File: config.mk
export PLATFORM = sky130hd
export DESIGN_NAME = srg_ram
export DESIGN_NICKNAME = d
export VERILOG_FILES = /design/src/hw/rtl/seeded_region_grow_core_assert.svh /design/src/hw/rtl/srg_ram.sv
export SDC_FILE = /design/constraint.sdc
export NUM_CORES = 2
export LEC_CHECK = 0
export BUFFER_PORTS_ARGS = -buffer_cell sky130_fd_sc_hd__buf_2
export CAP_MARGIN = 20
export CORE_MARGIN = 5
export CORE_UTILIZATION = 41
export DETAILED_ROUTE_END_ITERATION = 10
export PLACE_DENSITY = 0.63
export SLEW_MARGIN = 10
export SYNTH_ARGS = -nofsm -noshare
export SYNTH_HDL_FRONTEND = slang
export SYNTH_SLANG_ARGS = --single-unit
File: constraint.sdc
create_clock -name clk -period 4.2 [get_ports clk]
set_input_delay 1.26 -clock clk [delete_from_list [all_inputs] [get_ports clk]]
set_output_delay 1.26 -clock clk [all_outputs]
set_load 0.1 [all_outputs]
File: src/hw/rtl/seeded_region_grow_core_assert.svh
// Assertion macros shared by the region grow RTL.
`ifndef SEEDED_REGION_GROW_CORE_ASSERT_SVH
`define SEEDED_REGION_GROW_CORE_ASSERT_SVH
`ifndef ASSERT_OFF
`define SRG_ASSERT(label, clk, rst_n, prop) \
	label: assert property (@(posedge clk) disable iff (!rst_n) (prop)) \
		else $error("assertion failed");
`define SRG_ASSERT_NEXT(label, clk, rst_n, cond, prop) \
	label: assert property (@(posedge clk) disable iff (!rst_n) (cond) |=> (prop)) \
		else $error("assertion failed");
`else
`define SRG_ASSERT(label, clk, rst_n, prop)
`define SRG_ASSERT_NEXT(label, clk, rst_n, cond, prop)
`endif
`endif

File: src/hw/rtl/srg_ram.sv
module srg_ram #(
	parameter int WIDTH = 8,
	parameter int DEPTH = 256
) (
	input  logic                     clk,
	input  logic                     we,
	input  logic [$clog2(DEPTH)-1:0] waddr,
	input  logic [WIDTH-1:0]         wdata,
	input  logic [$clog2(DEPTH)-1:0] raddr,
	output logic [WIDTH-1:0]         rdata
);
	logic [WIDTH-1:0] mem [DEPTH];

	always_ff @(posedge clk) begin
		if (we) begin
			mem[waddr] <= wdata;
		end
		rdata <= mem[raddr];
	end
endmodule

# After elaboration in Yosys (flattened, before gate mapping)
# Memories as Yosys holds them, arrays and structs flattened. A register that Yosys moved wholly into a read port is not among the register bits.
# Index checks and enable logic that the tools add are counted.
# W data, S select, Z words.
# totals
regBits	0
ramBits	2048
inputBits	26
output_inout_bits	8
wordCells	3
mem_count	1
# op_classes
mux	2
# mem_list
memory	depth	width	read_ports	rd_ports_with_merged_regs	wr	line	text
mem	256	8	1	1	1	srg_ram.sv:12	logic [WIDTH-1:0] mem [DEPTH];
# ops
operator	n
$mux W1	2

# Longest topological paths before layout
# logic_depth
depth_word	2
depth_mapped	11
mapped_depth_nobuf	6

# Worst setup path after synthesis
# Ideal clock, no wire load.
# synth_timing
kind	input to register
from	input port raddr[0]
to	register rdata[2], read port of mem
setup_ns	0.131
arrival_time_ns	3.067
required_time_ns	4.069
path_slack_ns	1.002
stages	9
path_buffers	4
path_cell_list	buf_6 buf_12 buf_8 buf_2 mux4_2 a22oi_1 a21oi_1 nor4_1 nor4_2
# synth_lines
item	line	text
from (decl)	srg_ram.sv:9	input logic [$clog2(DEPTH)-1:0] raddr,
to (decl)	srg_ram.sv:10	output logic [WIDTH-1:0] rdata

==> PnR_summary.wiki <==
{| class="wikitable"
! Metric !! Value
|-
| Count of routing violations after the opening detailed-route iteration || 4660
|-
| GRT Resource Usage Total || 0.1951
|-
| Placeable core area || 192800 µm²
|-
| Die ar. || 203000 µm²
|-
| Setup Skew || between 0.06 and 0.07 ns
|-
| Final antenna-violating net count || 0
|-
| Top Ports || 34
|-
| Number of distinct library cells after synthesis || 55
|-
| Net count after synthesis || 3759
|-
| Buffers inserted by post-CTS timing repair || 0
|-
| Required time reported for the critical path endpoint || 4.89 ns
|-
| Yosys top cell by area || edfxtp_1
|-
| Critical path data arrival time || 4.61 ns
|-
| Root Driver || clkbuf_16
|-
| Power density of the placed cells || 462.9 nW/µm²
|-
| Worst setup path category || in2reg
|-
| Cts-stage hold buffer count || 0
|-
| Highest clock frequency the design can meet || 255.1 MHz
|-
| Max-Cap Viols || 0
|-
| Final hold vios || 0
|-
| Int Pwr || 33320 µW
|-
| Area taken by flip-flops and latches || 61660 µm²
|-
| Combinational power share || 0.053
|-
| Total via count in the routed design || 39740
|-
| Worst flop-to-flop path endpoint || rdata[5]$_DFF_P_
|-
| Post-synthesis average cell area || between 20 and 25 µm²
|-
| Drc violations || 0
|-
| Depth of the worst register-to-register path || 6
|-
| Maximum resistive drop on vdd || 0.4790 mV
|-
| Multi-input logic area || around 16000 µm²
|-
| Share of total power in sequential cells || 0.533
|-
| Largest net degree at the start of global routing || 135
|-
| Effective utilization at floorplan || 0.4127
|-
| Kind of end point of the critical path || flop
|-
| Worst-case clock buffer depth || 3
|-
| Async set-or-reset flop fraction in the synthesized netlist || 0
|-
| H-tree depth || 4
|-
| Final nets || around 4200
|-
| Slew of the pin with the lowest slew margin || 1.041 ns
|-
| Dominant cells by area after synthesis || edfxtp_1 77%, mux4_2 13%, mux2i_1 1.7%, nor2_1 1.3%, a22oi_1 1.3%
|-
| Worst hold slack || 0.8664 ns
|-
| Clock tree from TritonCTS || yes
|-
| #FFs+latches synth || 2056
|-
| Reg-to-reg slack, setup || between 0.8 and 0.9 ns
|-
| Max-slew violations || 0
|-
| Via count of the first global-routing pass || about 40000
|-
| Worst Hold Class || in2reg
|-
| Final period util || 0.9332
|-
| Number of cell rows || about 160
|-
| Area added between synthesis and finish || 15.47%
|-
| Mapped Cells || 3733
|-
| Clock power frac || 0.414
|-
| Met3 wire len || 16.83 mm
|-
| Length of routed wiring on met1 || 79.80 mm
|-
| R2r startpoint || mem[210][5]$_DFFE_PP_
|-
| Sequential-to-total area share from yosys stat || 0.7750
|-
| Terminating pin of the worst hold path || mem[220][2]$_DFFE_PP_
|-
| Die X-Extent || around 450 µm
|-
| Fillcell total || 15490
|-
| Switching part of the total || 0.2164
|-
| Switching power || 9200 µW
|-
| Clock-pin slew of the registers on the worst-case setup and hold paths || 0.06 ns
|-
| Startpoint class of the critical path || primary input
|-
| Number of clock sinks || 2056
|-
| Leak pwr || 0.02900 µW
|-
| Resized Gates After CTS || 0
|-
| Largest fanout of any net on the critical path || 29
|-
| Antenna violations before repair || 11
|-
| Synthesis Warnings || 0
|-
| Routability Congestion || about 0.85
|-
| Post-layout min period || 3.920 ns
|-
| Detailed-router iteration count before antenna repair || 6
|-
| Netlist area before placement || around 80000 µm²
|-
| Most numerous cell types in the synthesized netlist || 2048 x edfxtp_1, 454 x mux4_2, 282 x nor2_1
|-
| Final setup violation count || 0
|-
| Worst hold path depth || 1
|-
| Via density per instance || 5.787
|-
| Most frequent cell after synthesis || edfxtp_1
|-
| Estimated wirelength of the detail-placed design || between 100 and 150 mm
|-
| Wire length of the first global-routing pass || 289.5 mm
|-
| Skew-Pair Late Insertion Delay || around 0.86 ns
|-
| EDFF count, synth || between 2000 and 2500
|-
| Share of the synthesized area in the top cell type || 0.7730
|-
| Highest metal layer with signal wires || met4
|-
| Worst slew margin relative to its limit || 0.3062
|-
| Share of final-layout standard cells stronger than drive strength 1 || 0.2814
|-
| Post-Route WL || 199.4 mm
|-
| Total CTS buffers || 200
|-
| Flip-flop cell with the highest count after synthesis || edfxtp_1
|-
| Unrepaired setup endpoints after global routing || no
|-
| Sum of overflow across all layers after global routing || 0
|-
| Routed WL per cell || 29.04 µm
|-
| Outcome || finished, final reports clean
|-
| End-of-flow core utilization || 0.4765
|-
| Port-buffer cells || 33
|-
| Y dimension of the die || between 400 and 500 µm
|-
| Detailed route wirelength on metal2 || 95.88 mm
|-
| Hold path startpoint || wdata[2]
|}
-- power groups by stage --
stage               logic [µW]  registers (µW)  clock network, µW
detailed placement        2260           23100                  0
global placement          2240           23100                  0
global route              2370           22600              18800
floorplan                 1100           23200                  0
CTS                       2260           22700              17900
finish                    2250           22700              17600
-- layout make-up --
type / count / share of cell area
flip-flops and latches: 2056 / 0.6712
multi-input cells: 1442 / 0.1796
clock buffers: 248 / 0.05689
repair buffers: 471 / 0.04456
well taps: 2526 / 0.03440
clock inverters: 120 / 0.01321
inverters: 2 / 0.00008172
diodes: 3 / 0.00008172
-- placed cells by master, fill, tap and decap left out, types with 5 or more instances in the layout --
cell type / Yosys / final
mux2i_1: 134 / 134
clkinvlp_4: 0 / 6
o21ai_0: 10 / 10
clkbuf_16: 0 / 201
a21oi_1: 96 / 96
nand4_1: 10 / 10
a22o_1: 8 / 8
clkinv_2: 0 / 27
bufinv_16: 0 / 17
nor4_1: 24 / 23
mux4_2: 454 / 454
buf_12: 8 / 43
o22a_1: 5 / 5
and2_1: 6 / 5
nor2b_1: 31 / 28
dfxtp_1: 8 / 8
o211ai_1: 10 / 10
nand2_1: 33 / 32
a211oi_1: 16 / 16
buf_8: 13 / 10
clkbuf_1: 111 / 45
edfxtp_1: 2048 / 2048
nand2b_1: 8 / 8
a221oi_1: 13 / 13
nand3_1: 34 / 32
clkinv_1: 1 / 52
buf_4: 27 / 396
o221ai_1: 46 / 46
nor3_1: 22 / 22
o22ai_1: 28 / 28
buf_2: 31 / 21
clkinv_16: 0 / 5
nor2_1: 282 / 279
a22oi_1: 133 / 133
-- per-layer routing --
metal | up-vias | global-route usage
met4 | 0 | 0.06870
met2 | 1816 | 0.3115
met5 | - | 0
met1 | 21010 | 0.2709
li1 | 16590 | -
met3 | 327 | 0.03722
-- stage by stage --
| step | setup slack [ns] | area (µm²) | instances | total power [µW] | TNS, ns |
|---|---|---|---|---|---|
| after floorplan | 1.002 | 79560 | 3733 | 24280 | 0 |
| final | 0.2804 | 91860 | 6868 | 42520 | 0 |
| after global placement | -0.4762 | 85400 | 6496 | 25330 | -1.975 |
| after CTS | 0.3652 | 91850 | 6864 | 42830 | 0 |
| after detailed placement | -0.5354 | 85410 | 6496 | 25360 | -1.786 |
| after global routing | 0.08900 | 91860 | 6867 | 43800 | 0 |
-- kinds of logic (layout without fill, tap and decap cells) --
group | after synthesis | count (layout) | synth area share
AO/OA/AOI/OAI | 385 | 385 | 0.03419
multiplexers | 591 | 591 | 0.1462
flip-flops | 2056 | 2056 | 0.7750
AND/OR/NAND/NOR | 466 | 466 | 0.02628
buffers and inverters | 235 | 841 | 0.01831
other | 0 | 3 | 0
-- critical path, cell delays in order --
cell,delay (ns)
buf_8,0.21
buf_12,0.20
buf_12,0.26
mux4_2,0.53
a221oi_1,0.90
o32ai_1,0.34
nor3_1,0.70
nor4_1,0.16
-- worst max-delay path by stage --
stage | startpoint | to | slack (ns)
floorplan | raddr[0] | rdata[2]$_DFF_P_ | 1.00
detailed placement | raddr[0] | rdata[5]$_DFF_P_ | -0.54
finish | raddr[0] | rdata[5]$_DFF_P_ | 0.28
global route | raddr[0] | rdata[5]$_DFF_P_ | 0.09
CTS | raddr[0] | rdata[5]$_DFF_P_ | 0.37
global placement | raddr[0] | rdata[5]$_DFF_P_ | -0.48
-- registers in the layout (all words and copies together), names as in the netlist --
name and count:
mem 2048, rdata 8
(Power assumes the default switching activity.)
