[src/hw/rtl/seeded_region_grow_core_assert.svh]
// Assertion macros shared by the region grow RTL.
`ifndef SEEDED_REGION_GROW_CORE_ASSERT_SVH
`define SEEDED_REGION_GROW_CORE_ASSERT_SVH
`ifndef ASSERT_OFF
`define SRG_ASSERT(label, clk, rst_n, prop) \
	label: assert property (@(posedge clk) disable iff (!rst_n) (prop)) \
		else $error("assertion failed");
`define SRG_ASSERT_NEXT(label, clk, rst_n, cond, prop) \
	label: assert property (@(posedge clk) disable iff (!rst_n) (cond) |=> (prop)) \
		else $error("assertion failed");
`else
`define SRG_ASSERT(label, clk, rst_n, prop)
`define SRG_ASSERT_NEXT(label, clk, rst_n, cond, prop)
`endif
`endif

[src/hw/rtl/srg_pkg.sv]
package srg_pkg;
	localparam int MAX_WIDTH_DEF = 256;
	localparam int MAX_HEIGHT_DEF = 256;
	localparam int PIXEL_W = 8;
	localparam int COUNT_W = 17;
	localparam int SUM_W = 24;
	localparam int CFG_W = 9;

	typedef enum logic [1:0] {
		OP_LOAD = 2'd0,
		OP_GROW = 2'd1,
		OP_READ = 2'd2,
		OP_NONE = 2'd3
	} op_t;

	typedef enum logic [2:0] {
		REG_WIDTH = 3'd0,
		REG_HEIGHT = 3'd1,
		REG_SEED_COL = 3'd2,
		REG_SEED_ROW = 3'd3,
		REG_THRESHOLD = 3'd4
	} reg_idx_t;

	typedef enum logic [3:0] {
		ST_IDLE,
		ST_CLEAR,
		ST_SEED,
		ST_SEED_WAIT,
		ST_POP,
		ST_POP_WAIT,
		ST_NBR,
		ST_NBR_WAIT,
		ST_NBR_TEST,
		ST_DIV,
		ST_READ_WAIT,
		ST_OUT
	} state_t;

	typedef struct packed {
		logic start;
		logic busy;
		logic done;
	} div_ctrl_t;
endpackage

[src/hw/rtl/srg_div.sv]
module srg_div (
	input  logic                        clk,
	input  logic                        arst_n,
	input  logic                        start,
	input  logic [srg_pkg::SUM_W-1:0]   dividend,
	input  logic [srg_pkg::COUNT_W-1:0] divisor,
	output srg_pkg::div_ctrl_t          ctrl,
	output logic [srg_pkg::PIXEL_W-1:0] quotient
);
	localparam int SW = srg_pkg::SUM_W;
	localparam int CW = srg_pkg::COUNT_W;

	logic [SW-1:0] quo_q;
	logic [CW:0]   rem_q;
	logic [CW-1:0] dvs_q;
	logic [$clog2(SW+1)-1:0] cnt_q;
	logic busy_q, done_q;
	logic [CW:0] shifted;
	logic [CW:0] diff;

	assign shifted = {rem_q[CW-1:0], quo_q[SW-1]};
	assign diff = shifted - {1'b0, dvs_q};

	always_ff @(posedge clk or negedge arst_n) begin
		if (!arst_n) begin
			busy_q <= 1'b0;
			done_q <= 1'b0;
			cnt_q <= '0;
		end else begin
			done_q <= 1'b0;
			if (start) begin
				busy_q <= 1'b1;
				cnt_q <= ($clog2(SW+1))'(SW);
			end else if (busy_q) begin
				cnt_q <= cnt_q - 1'b1;
				if (cnt_q == 1) begin
					busy_q <= 1'b0;
					done_q <= 1'b1;
				end
			end
		end
	end

	always_ff @(posedge clk) begin
		if (start) begin
			quo_q <= dividend;
			rem_q <= '0;
			dvs_q <= divisor;
		end else if (busy_q) begin
			if (!diff[CW]) begin
				rem_q <= diff;
				quo_q <= {quo_q[SW-2:0], 1'b1};
			end else begin
				rem_q <= shifted;
				quo_q <= {quo_q[SW-2:0], 1'b0};
			end
		end
	end

	assign ctrl = '{start: start, busy: busy_q, done: done_q};
	assign quotient = quo_q[srg_pkg::PIXEL_W-1:0];
endmodule

[config.mk]
export PLATFORM = sky130hd
export DESIGN_NAME = srg_div
export DESIGN_NICKNAME = d
export VERILOG_FILES = /design/src/hw/rtl/seeded_region_grow_core_assert.svh /design/src/hw/rtl/srg_pkg.sv /design/src/hw/rtl/srg_div.sv
export SDC_FILE = /design/constraint.sdc
export NUM_CORES = 1
export LEC_CHECK = 0
export BUFFER_PORTS_ARGS = -buffer_cell sky130_fd_sc_hd__buf_2
export CORE_MARGIN = 2
export CORE_UTILIZATION = 57
export CTS_BUF_LIST = sky130_fd_sc_hd__clkbuf_16
export DETAILED_ROUTE_END_ITERATION = 16
export GPL_TIMING_DRIVEN = 0
export MAX_ROUTING_LAYER = met4
export PLACE_DENSITY = 0.87
export SLEW_MARGIN = 20
export SYNTH_ARGS = -nofsm -noshare
export SYNTH_HDL_FRONTEND = slang
export SYNTH_SLANG_ARGS = --single-unit
[constraint.sdc]
create_clock -name clk -period 3.5 [get_ports clk]
set_clock_uncertainty 0.1 [all_clocks]
set_input_delay 0.35 -clock clk [delete_from_list [all_inputs] [get_ports clk]]
set_output_delay 0.35 -clock clk [all_outputs]
set_load 0.01 [all_outputs]
Word-level counts from Yosys, hierarchy flattened
Index checks and enable logic that the tools add are counted.

Register bits: 65. Output and inout bits: 11. Bits in writable memories: 0. Word-level logic and storage cells: 22. Latch bits: 0. Memory bits (read-only): 0. Memories: 0.

Reductions and logical operators: 1. $lt $le $gt $ge: 0. Mux-type cells: 12. Add/sub/neg operators: 2. Div/mod/pow operators: 0. Shift-type cells: 0. Equality and inequality tests: 1. $mul: 0. Bitwise gates (word level): 0.

Operators by type and width (number): two-way mux 24 bit (2); subtractor 18 x 17 -> 18 bit (1); two-way mux 17 bit (1); two-way mux 5 bit (2); two-way mux 1 bit (7); equality test 5 x 1 -> 1 bit (second input constant) (1); subtractor 5 x 1 -> 5 bit (second input constant) (1); nonzero test 2 bit (1).

Logic depth before layout (Yosys ltp)
Word-level depth: 4. Depth in mapped cells: 11. Mapped depth without buffers: 10.

Worst setup path after synthesis
OpenSTA, ideal clock, no wires.

Kind: register -> register. Start point: reg quo_q[23]. End point: reg rem_q[16]. Data required time: 3.312 ns. Arrival: 2.213 ns. Setup slack: 1.099 ns. Period minus slack after synthesis: 2.401 ns. Path buffers: 0. Stages on the path, launching flop included: 11. Path through: edfxtp_1 inv_1 ha_1 fa_1 nor2b_1 o31ai_2 a211oi_2 o2111ai_1 a21o_1 a211o_1 a311oi_2.

Word-level cells in the longest chain between the ends: 2.

RTL lines: start: declaration (RTL line srg_div.sv:13) `logic [SW-1:0] quo_q;`; start signal: assignment (RTL line srg_div.sv:46) `quo_q <= dividend;`; start signal: assignment (RTL line srg_div.sv:52) `quo_q <= {quo_q[SW-2:0], 1'b1};`; start signal: assignment (RTL line srg_div.sv:55) `quo_q <= {quo_q[SW-2:0], 1'b0};`; subtractor 18 x 17 -> 18 bit (RTL line srg_div.sv:22) `assign diff = shifted - {1'b0, dvs_q};`; two-way mux 17 bit (RTL line srg_div.sv:50) `if (!diff[CW]) begin`; end signal: assignment (RTL line srg_div.sv:51) `rem_q <= diff;`; end signal: assignment (RTL line srg_div.sv:54) `rem_q <= shifted;`; end: declaration (RTL line srg_div.sv:14) `logic [CW:0] rem_q;`.

Every way passes these cells. A chain may end at the register's enable or synchronous reset.

Worst setup path after layout
Start point: reg rem_q[9]. End point: reg rem_q[6].

Word-level cells in the longest chain between the ends: 2.

RTL lines (RTL line): subtractor 18 x 17 -> 18 bit (srg_div.sv:22); two-way mux 17 bit (srg_div.sv:50).

Every way passes these cells.

==> impl_results.md <==
* Run status: completed
* Post-synthesis cell type with the largest combined area: sky130_fd_sc_hd__edfxtp_1
* Critical path's largest stage delay at roughly 0.48 ns
* Clock buffers created by TritonCTS at 9
* Overall die width at around 85 um
* # nets final at 476
* Site Rows at 29
* HPWL after detailed placement at 5810 um
* Fraction of layout cells with a size suffix above 1 at between 30% and 40%
* Met1 demand-to-capacity share in global routing at 32.6%
* Ranking of synthesized cells by area: sky130_fd_sc_hd__edfxtp_1 33%, sky130_fd_sc_hd__dfxtp_1 9.1%, sky130_fd_sc_hd__mux2_2 6.9%
* Largest net degree at the start of global routing at 25
* Proportion of netlist area held by the largest area contributor at around 33%
* Maximum fanout count along the critical path at 10
* Clock tree root buffer cell: sky130_fd_sc_hd__clkbuf_16
* Mean routed wirelength per cell at 17.6 um
* Power density of the placed cells at ~740 nW/um^2
* Kind of end point of the critical path: flip-flop
* Port Buf Inserts at 54
* Category of the worst setup path launch point: flip-flop
* Total power of the final layout at around 3.3 mW
* Net switching fraction of the power at between 30 and 40%
* Highest clock rate at 0.344 GHz
* GRT Residual Overflow at 0
* Leading cell types in the layout, fill and taps excluded: 55 x sky130_fd_sc_hd__buf_2, 41 x sky130_fd_sc_hd__edfxtp_1, 27 x sky130_fd_sc_hd__nor2_1
* Arrival time at the worst endpoint at about 3 ns
* Drt initial violations at 421
* Area occupied by registers at between 1500 and 2000 um^2
* Worst-path clk slew at 0.06 ns
* Seq pwr share at 33.2%
* Proportion of synthesized flip-flops having asynchronous set or reset at around 11%
* Post-synthesis sequential area ratio at 46.7%
* Transition at the pin with the smallest max-transition slack at between 0.9 and 1 ns
* Clock H-tree levels at 3
* Clock latency of the later-clocked register in the worst-skew pair at 0.34 ns
* Initial antenna violation count at 0
* Peak supply drop at approximately 0.00045 V
* Global-route layer with the greatest usage: met2
* Count of pins on the block boundary at 55
* Avg Synthesized Cell Area at between 10 and 15 um^2
* Portion of total power attributed to the clock network at 28.2%
* Max-slew headroom at the worst pin at 36.9%
* Total routed wirelength at 8690 um
* Number of distinct library cells after synthesis at 61
* Hold Crit Class: in2reg
* Leading cell type in the layout, fill and taps excluded: sky130_fd_sc_hd__buf_2
* Post-synthesis instance area at 3740 um^2
* Total die area at a little over 7000 um^2
* Chain of cells forming the critical path: ha_1, a21oi_2, o21ai_0, a221o_1, o21ai_1, buf_4, nand3_1, a311oi_1
* Number of warning messages in the yosys log at 0
* Core Box Area at 6350 um^2
* Y dimension of the die at 85.0 um
* Global routing usage summed across all routing layers at about a quarter
* Fill cell count at 453
* DRC violation count after routing at 0
* Max-slew violation total from the final report at 0
* Number of global-route vias before repair at 2913
* Switch Pwr at 1.18 mW
* First-pass GRT wire length at 14100 um
* Global-route track usage on met3 at under 10%
* Critical path type: reg2reg
* Initial Util at 59.0%
* Area taken by multi-input logic gates at 1730 um^2
* Max-cap violations at 0
* Clock sink count at between 60 and 70
* Slowest CP cell: sky130_fd_sc_hd__o21ai_1
* Antenna Violating Nets Remaining at 0
* Total via count after detailed routing at 3005
* Bufs on Longest Clock Path at 2
* Pleak at about 1.8 nW
* Number of diodes added for antenna fixing at 0
* Post-Route Hold Slack at 0.0833 ns
* Cells after Synth at roughly 350
* Via density at 6.08
* Tcrit/Tclk final at 83.0%
* Primary flip-flop cell chosen by synthesis mapping: sky130_fd_sc_hd__edfxtp_1
* RSZ-0062 raised after global routing: false
* Number of flops mapped to enable cells by yosys at 41
* TritonCTS clock tree: built
* Area delta synth->final at 18.2%
* Final setup violating endpoints at 0
* Setup total negative slack at 0 ns
* Final critical-path required period at 2.90 ns
* Post-CTS setup buffers at 0
* Logic gate share of total power at 38.6%
* Met2 usage at 41.1%
* Total nets after synthesis at 410
* FF+latch count, synth at 65
* Hold violation total from the final report at 0
* Cell internal power dissipation at 2.09 mW
* First-pass DRT Iterations at 6
* Routability congestion estimate at 0.885
* Data required time at the worst endpoint at 3.64 ns
## critical path, delay by kind of cell, from the launching register on
| family | cells | cell delay, ns |
|---|---|---|
| AO/OA/AOI/OAI | 5 | 1.61 |
| adder cells (fa/ha/maj) | 1 | 0.38 |
| flip-flops | 1 | 0.34 |
| buffers and inverters | 1 | 0.28 |
| AND/OR/NAND/NOR | 1 | 0.09 |
## cell usage after synthesis (all sizes together) (2+ instances only)
library cell	instances
a21oi	10
o311ai	3
nand2b	5
or3	3
o21a	5
edfxtp	41
nor2b	6
inv	24
and4	2
o211ai	8
nand3	12
ha	19
nand2	23
a211o	2
a21boi	2
a21o	2
xnor2	6
o2111ai	3
a211oi	4
a311oi	10
o31ai	3
nor4	2
xor2	6
nor2	27
nand4	6
buf	21
nor3	5
dfrtp	7
dfxtp	17
clkbuf	4
mux2	23
o21ai	22
## what timing repair did
item                      CTS  global route
hold buffers                1             0
hold endpoints to repair    7             0
resized for setup           0             0
## cells by family after synthesis
kind of cell	synth area share (%)
and+or+nand+nor	12.6
DFF	46.7
AOI/OAI and AO/OA	17.0
buffers and inverters	7.19
muxes	6.92
adders and majority gates	6.89
xor gates and xnor gates	2.81
## per-layer routing
layer  up-vias  routed length (um)
met1      1404                3420
met5         -                   0
met3        27                 674
met4         0                 211
li1       1413                   -
met2       161                4380
## final cells by class
| cell class | count | share of cell area [%] |
|---|---|---|
| Sequential cell | 65 | 39.5 |
| Timing Repair Buffer | 55 | 6.33 |
| Buffer | 25 | 4.04 |
| Clock inverter | 7 | 1.78 |
| Clock buffer | 9 | 5.09 |
| Multi-Input combinational cell | 232 | 39.1 |
| Tap cell | 77 | 2.18 |
| Inverter | 24 | 2.04 |
## metrics by stage
step | worst slack, ns | std cells | instance area, um^2 | util, %
6_report | 0.596 | 494 | 4420 | 69.7
2_1_floorplan | 1.10 | 346 | 3740 | -
5_1_grt | 0.470 | 494 | 4420 | 69.7
3_5_place_dp | 0.728 | 477 | 4110 | 64.7
3_3_place_gp | 0.806 | 477 | 4110 | 64.7
4_1_cts | 0.655 | 494 | 4420 | 69.7
## registers in the layout, summed over array words and instances (netlist names)
signal	flops
busy_q	1
cnt_q	5
done_q	1
dvs_q	17
quo_q	24
rem_q	17
## path summary, 6_finish.rpt
| check | end | slack [ns] | startpoint | cells after the start |
|---|---|---|---|---|
| setup reg to reg | rem_q[6] | 0.60 | rem_q[9] | 8 |
| max in group asynchronous | done_q | 2.88 | arst_n | 2 |
| min in group asynchronous | cnt_q[3] | 0.27 | arst_n | 2 |
| setup / recovery | rem_q[6] | 0.60 | rem_q[9] | 8 |
| hold reg to reg | rem_q[5] | 0.42 | rem_q[5] | 2 |
| hold / removal | dvs_q[2] | 0.08 | divisor[2] | 1 |
## power groups by stage
stage,clock (mW),sequential (mW),combinational [mW]
after floorplan,0,1.05,0.971
after global placement,0,1.09,1.17
after detailed placement,0,1.09,1.21
after CTS,0.927,1.08,1.24
after global routing,0.957,1.10,1.37
final,0.922,1.09,1.26
Note: power is estimated with default switching activity, not from simulation.
